==> src/hw/rtl/iawi_pkg.sv <==
`default_nettype none
// ----------------------------------------------------------------------------
// iawi_pkg
// Types and codes shared by the indexed word array with insert.
// ----------------------------------------------------------------------------
package iawi_pkg;

  localparam logic [2:0] MODE_READ   = 3'd0;
  localparam logic [2:0] MODE_WRITE  = 3'd1;
  localparam logic [2:0] MODE_APPEND = 3'd2;
  localparam logic [2:0] MODE_REMOVE = 3'd3;
  localparam logic [2:0] MODE_INSERT = 3'd4;

  localparam logic [1:0] STATUS_OK        = 2'd0;
  localparam logic [1:0] STATUS_BAD_INDEX = 2'd1;
  localparam logic [1:0] STATUS_EMPTY     = 2'd2;
  localparam logic [1:0] STATUS_FULL      = 2'd3;

  // cells OR-ed together into one register of the read tree
  localparam int unsigned READ_GROUP = 16;

  typedef struct packed {
    logic [2:0]  mode;
    logic [7:0]  index;
    logic [31:0] value;
  } req_t;

  typedef struct packed {
    logic [31:0] read_data;
    logic [1:0]  status;
    logic [8:0]  count;
  } rsp_t;

  typedef struct packed {
    logic wr_at_index;
    logic wr_at_count;
    logic ins;
  } cell_cmd_t;

endpackage
`default_nettype wire

==> src/hw/rtl/iawi_cell.sv <==
`default_nettype none
// ----------------------------------------------------------------------------
// iawi_cell
// One word of the array: loads a new word, takes its lower neighbour's word
// on an insert, and offers its word to the read tree when selected.
// ----------------------------------------------------------------------------
module iawi_cell #(
  parameter int unsigned CW  = 9,
  parameter int unsigned POS = 0
) (
  input  wire                    clk_i,
  input  iawi_pkg::cell_cmd_t    cmd_i,
  input  wire        [CW-1:0]    index_i,
  input  wire        [CW-1:0]    count_i,
  input  wire        [CW-1:0]    sel_i,
  input  wire        [31:0]      value_i,
  input  wire        [31:0]      prev_word_i,
  output logic       [31:0]      word_o,
  output logic       [31:0]      rd_word_o
);

  localparam logic [CW-1:0] POS_C = CW'(POS);

  logic [31:0] word_q, word_d;
  logic        at_index, at_count, load, shift;

  assign at_index = (POS_C == index_i);
  assign at_count = (POS_C == count_i);
  assign load     = (cmd_i.wr_at_index && at_index) || (cmd_i.wr_at_count && at_count) ||
                    (cmd_i.ins && at_index);
  assign shift    = cmd_i.ins && (POS_C > index_i);

  always_comb begin
    word_d = word_q;
    if (load) begin
      word_d = value_i;
    end else if (shift) begin
      word_d = prev_word_i;
    end
  end

  always_ff @(posedge clk_i) begin
    word_q <= word_d;
  end

  assign word_o    = word_q;
  assign rd_word_o = (POS_C == sel_i) ? word_q : 32'd0;

endmodule
`default_nettype wire

==> config.mk <==
export PLATFORM = sky130hd
export DESIGN_NAME = iawi_cell
export DESIGN_NICKNAME = d
export VERILOG_FILES = /design/src/hw/rtl/iawi_pkg.sv /design/src/hw/rtl/iawi_cell.sv
export SDC_FILE = /design/constraint.sdc
export NUM_CORES = 1
export LEC_CHECK = 0
export BUFFER_PORTS_ARGS = -buffer_cell sky130_fd_sc_hd__buf_2
export CORE_ASPECT_RATIO = 0.9
export CORE_MARGIN = 2
export CORE_UTILIZATION = 29
export DETAILED_ROUTE_END_ITERATION = 8
export PLACE_DENSITY = 0.69
export SLEW_MARGIN = 20
export SYNTH_ARGS = -nofsm -noshare
export SYNTH_HDL_FRONTEND = slang
export SYNTH_SLANG_ARGS = --single-unit
==> constraint.sdc <==
create_clock -name clk_i -period 2.1 [get_ports clk_i]
set_input_delay 0.105 -clock clk_i [delete_from_list [all_inputs] [get_ports clk_i]]
set_output_delay 0.105 -clock clk_i [all_outputs]
set_load 0.005 [all_outputs]
; ---- After elaboration in Yosys (flattened, before gate mapping)
; Index checks and enable logic that the tools add are counted.
; W data, S select, Z words.
[word_totals]
latchBits = 0
n_memories = 0
input_bits = 95
word_cells = 15
ram_bits = 0
register_bits = 32
mem_bits_ro = 0
[op_classes]
add_sub_neg = 0
multipliers = 0
n_eq_ne = 0
reduce_logical = 10
n_bitwise = 0
shifts = 0
n_lt_le_gt_ge = 1
n_mux = 3
div = 0
[ops]
columns = operator, n
row1 = $mux W32, 3
row2 = $logic_not A9 Y1, 3
row3 = $gt A1 B9 Y1 const A, 1
row4 = $logic_and A1 B1 Y1, 4
row5 = $logic_or A1 B1 Y1, 2
row6 = $reduce_bool A2 Y1, 1

; ---- Depth between registers and ports, before layout
[depth]
word_depth = 5
depth_mapped = 5
depth_no_buf = 4

; ---- Least setup slack after synthesis
; No wires, ideal clock.
[synth_timing]
kind = input -> register
from = input port index_i[8]
to = register word_q[22], in the netlist word_o[22], data pin
required_ns = 1.840
path_stages = 5
path_buffers = 1
slack_ns = 0.217
arrival_time_ns = 1.623
path_cell_list = nor4_1 o211ai_1 o41ai_4 buf_6 mux2_2
[synth_via]
elab_chain_len = 5
word_cells_on_any_way = 6
classes_between = mux: 1 / reduce/logical: 5
[synth_lines]
columns = element, line
row1 = start: declaration, iawi_cell.sv:13  ; input wire [CW-1:0] index_i,
row2 = $logic_not A9 Y1 *, iawi_cell.sv:27  ; assign at_index = (POS_C == index_i);
row3 = $logic_and A1 B1 Y1, iawi_cell.sv:29  ; assign load = (cmd_i.wr_at_index && at_index) || (cmd_i.wr_at_count && at_count) ||
row4 = $logic_or A1 B1 Y1, iawi_cell.sv:29
row5 = $logic_or A1 B1 Y1 *, iawi_cell.sv:29
row6 = $mux W32 *, iawi_cell.sv:35  ; if (load) begin
row7 = via word_d[22], iawi_cell.sv:24  ; logic [31:0] word_q, word_d;
row8 = end signal: assignment, iawi_cell.sv:43  ; word_q <= word_d;
row9 = end: declaration, iawi_cell.sv:24
; Mark *: on every way through the listed nets, which the timed path passes. The rest lies on a longest branch.
; A chain may end at the register's enable or synchronous reset.

; ---- Worst setup path in the final report
[layout_timing]
from = input port index_i[8]
to = register word_q[13], in the netlist word_o[13], data pin
; The elaborated chain is that of the path after synthesis.

==> impl_metrics.xml <==
<?xml version="1.0" encoding="UTF-8"?>
<metrics>
  <group name="route">
    <metric name="dr.first_iter.drc_count" unit="">27</metric>
    <metric name="routedWlPerCell" unit="µm">12.8</metric>
    <metric name="route.vias.total" unit="">1476</metric>
    <metric name="drtAntennaViolNets" unit="">0</metric>
    <metric name="drt-pass1-iter-count" unit="">4</metric>
    <metric name="route.final.wire_length" unit="mm">4.44</metric>
    <metric name="detail_route.drc_violations" unit="">0</metric>
    <metric name="detail_route.vias_per_cell" unit="">4.25</metric>
  </group>
  <group name="placement">
    <metric name="place.gp.congestion" unit="">0.799</metric>
    <metric name="io_buffers" unit="">158</metric>
    <metric name="detailed_place_hpwl" unit="mm">3.59</metric>
  </group>
  <group name="clocking">
    <metric name="post_cts_resized" unit="">0</metric>
    <metric name="cts-buffers-inserted" unit="">5</metric>
    <metric name="clkSlewWorstSetupHoldPaths" unit="ns">0.06</metric>
    <metric name="cts_tree" unit="">built</metric>
    <metric name="cts-hold-fix-buffers" unit="">0</metric>
    <metric name="clock_sinks" unit="">32</metric>
    <metric name="buffer_count_from_post_cts_setup_fixing" unit="">0</metric>
    <metric name="clock_tree.buffer_depth" unit="">2</metric>
    <metric name="clk_root_buffer_cell" unit="">sky130_fd_sc_hd__clkbuf_8</metric>
    <metric name="cts_max_level" unit="">2</metric>
  </group>
  <group name="global_route">
    <metric name="grt_start_max_net_pins" unit="">33</metric>
    <metric name="grt_overflow_total" unit="">0</metric>
    <metric name="grt.total_usage" unit="">0.129</metric>
    <metric name="grt_first_pass_wirelength" unit="mm">6.36</metric>
    <metric name="antenna_found_initial" unit="">0</metric>
    <metric name="grt_pass1_vias" unit="">1328</metric>
  </group>
  <group name="synth">
    <metric name="synth-warning-count" unit="">0</metric>
    <metric name="syn_avg_cell_area" unit="µm²">14.6</metric>
    <metric name="ys_top_cells_by_count" unit="">sky130_fd_sc_hd__and2_1 (32), sky130_fd_sc_hd__edfxtp_1 (32), sky130_fd_sc_hd__mux2_2 (31)</metric>
    <metric name="ys_seq_area_frac" unit="">0.581</metric>
    <metric name="synth_cell_types" unit="">12</metric>
    <metric name="synth.net_count" unit="">208</metric>
    <metric name="post_synth_inst_count" unit="">113</metric>
    <metric name="synth_top_area_frac" unit="">0.581</metric>
    <metric name="synth_largest_area_cell" unit="">sky130_fd_sc_hd__edfxtp_1</metric>
    <metric name="synth_flop_cell" unit="">sky130_fd_sc_hd__edfxtp_1</metric>
    <metric name="synth_async_sr_flop_share" unit="">0</metric>
    <metric name="synth_top_area_cells" unit="">sky130_fd_sc_hd__edfxtp_1 (58%), sky130_fd_sc_hd__mux2_2 (21%), sky130_fd_sc_hd__and2_1 (12%)</metric>
    <metric name="synthesis.area" unit="mm²">0.00165</metric>
    <metric name="synth.ff_latch_count" unit="">32</metric>
    <metric name="synth-edff-count" unit="">32</metric>
  </group>
  <group name="power_and_ir_drop">
    <metric name="standby_leakage_power" unit="nW">1.28</metric>
    <metric name="power.share.clock" unit="">0.403</metric>
    <metric name="power.combinational.fraction" unit="">0.089</metric>
    <metric name="power_density" unit="mW/mm²">523</metric>
    <metric name="internal_power" unit="mW">1.14</metric>
    <metric name="vdd_ir_drop_max" unit="mV">0.339</metric>
    <metric name="pwr-share-seq" unit="">0.507</metric>
    <metric name="switchingPower" unit="µW">246</metric>
    <metric name="swShare" unit="">0.177</metric>
    <metric name="post-layout-total-power" unit="mW">1.39</metric>
  </group>
  <group name="finish">
    <metric name="drive_gt1_frac" unit="">0.729</metric>
    <metric name="nNetsFinal" unit="">371</metric>
    <metric name="n_antenna_cell" unit="">0</metric>
    <metric name="number_of_flip_flops_in_the_largest_register" unit="">32</metric>
    <metric name="multi_input_area" unit="µm²">653</metric>
    <metric name="sequential_cell_area" unit="µm²">961</metric>
    <metric name="final_core_area_utilization" unit="">0.475</metric>
    <metric name="nFillCells" unit="">524</metric>
    <metric name="flow.area_growth_from_synthesis" unit="%">60.6</metric>
  </group>
  <group name="setup_path">
    <metric name="criticalPathCategory" unit="">in -&gt; reg</metric>
    <metric name="crit_path_max_fanout" unit="">29</metric>
    <metric name="crit_required" unit="ns">2.12</metric>
    <metric name="setup.worst_path.end_class" unit="">register</metric>
    <metric name="start_kind" unit="">input pin</metric>
    <metric name="cp_data_arrival_time" unit="ns">1.63</metric>
  </group>
  <group name="floorplan">
    <metric name="die_width" unit="µm">83.6</metric>
    <metric name="placeableCoreArea" unit="mm²">0.00560</metric>
    <metric name="num_io_pins" unit="">159</metric>
    <metric name="number_of_rows_in_the_core_area" unit="">26</metric>
    <metric name="floorplan.initialDensity" unit="">0.295</metric>
    <metric name="dieHeight" unit="µm">75.6</metric>
    <metric name="dieArea" unit="mm²">0.00632</metric>
  </group>
  <group name="sta">
    <metric name="max_clock_freq" unit="MHz">621</metric>
    <metric name="finalCritPeriodShare" unit="">0.767</metric>
    <metric name="report.final.slew_viol_count" unit="">0</metric>
    <metric name="slew-limit-headroom" unit="">0.724</metric>
    <metric name="hold_viol_final" unit="">0</metric>
    <metric name="rsz_0062_raised_after_global_routing" unit="">no</metric>
    <metric name="final_period_minus_worst_setup_slack" unit="ns">1.61</metric>
    <metric name="tightestPinTransition" unit="ns">0.413</metric>
    <metric name="finalSetupViolations" unit="">0</metric>
    <metric name="setup-tns-final" unit="ns">0</metric>
  </group>
  <group name="worst_hold_path">
    <metric name="timing.hold.worst.class" unit="">in -&gt; reg</metric>
    <metric name="whs_path_depth" unit="">2</metric>
  </group>
  <group name="outcome">
    <metric name="status" unit="">finished, final reports clean</metric>
  </group>
  <group name="job">
    <metric name="max_cap_violations" unit="">0</metric>
  </group>
</metrics>
## path summary, 6_finish.rpt
kind	startpoint	end	slack [ns]
setup / recovery	index_i[8]	word_o[13]	0.49
hold / removal	prev_word_i[4]	word_o[4]	0.12
## power groups by stage
stage	combinational [mW]	sequential [mW]	clock [mW]
2_1_floorplan	0.0329	0.719	0
3_3_place_gp	0.122	0.719	0
3_5_place_dp	0.125	0.719	0
4_1_cts	0.126	0.705	0.590
5_1_grt	0.139	0.704	0.620
6_report	0.124	0.705	0.560
## layout make-up
cell class                      count  area share
Clock buffer                        6      0.0273
Clock inverter                      2      0.0132
Multi-Input combinational cell     75       0.246
Sequential cell                    32       0.362
Tap cell                           70      0.0330
Timing Repair Buffer              162       0.319
## cell usage in the layout, fill, tap and decap left out, drive strengths merged
| cell | n |
|---|---|
| edfxtp | 32 |
| o211ai | 1 |
| nand4b | 1 |
| buf | 162 |
| clkinv | 1 |
| nand2 | 1 |
| nor4 | 5 |
| bufinv | 1 |
| and2 | 32 |
| mux2 | 32 |
| nor2 | 2 |
| clkbuf | 6 |
| o41ai | 1 |
## through the flow
stage	worst slack (ns)	hold slack [ns]	instance area (µm²)	std cells
6_report	0.489	0.125	2660	347
3_5_place_dp	0.184	0.390	2550	339
3_3_place_gp	0.242	0.401	2550	339
4_1_cts	0.483	0.113	2660	347
5_1_grt	0.368	0.115	2660	347
2_1_floorplan	0.217	0.306	1650	113
## worst max-delay path, cell delays in order
cell,delay [ns]
sky130_fd_sc_hd__buf_2,0.09
sky130_fd_sc_hd__nor4_1,0.25
sky130_fd_sc_hd__o211ai_1,0.18
sky130_fd_sc_hd__o41ai_4,0.38
sky130_fd_sc_hd__buf_12,0.25
sky130_fd_sc_hd__mux2_2,0.37
## logic make-up (layout without fill, tap and decap cells)
logic type             Yosys count  count (layout)  synth area share
buffers and inverters            6             170            0.0273
muxes                           32              32             0.218
DFF                             32              32             0.581
AOI/OAI and AO/OA                2               2            0.0212
and+or+nand+nor                 41              41             0.152
## layer usage
layer / wire length, µm / up-vias / GRT usage
li1: - / 743 / -
met1: 1710 / 648 / 0.144
met2: 2250 / 79 / 0.237
met3: 407 / 6 / 0.0423
met4: 73 / 0 / 0.0448
met5: 0 / - / 0
(Power assumes the default switching activity.)
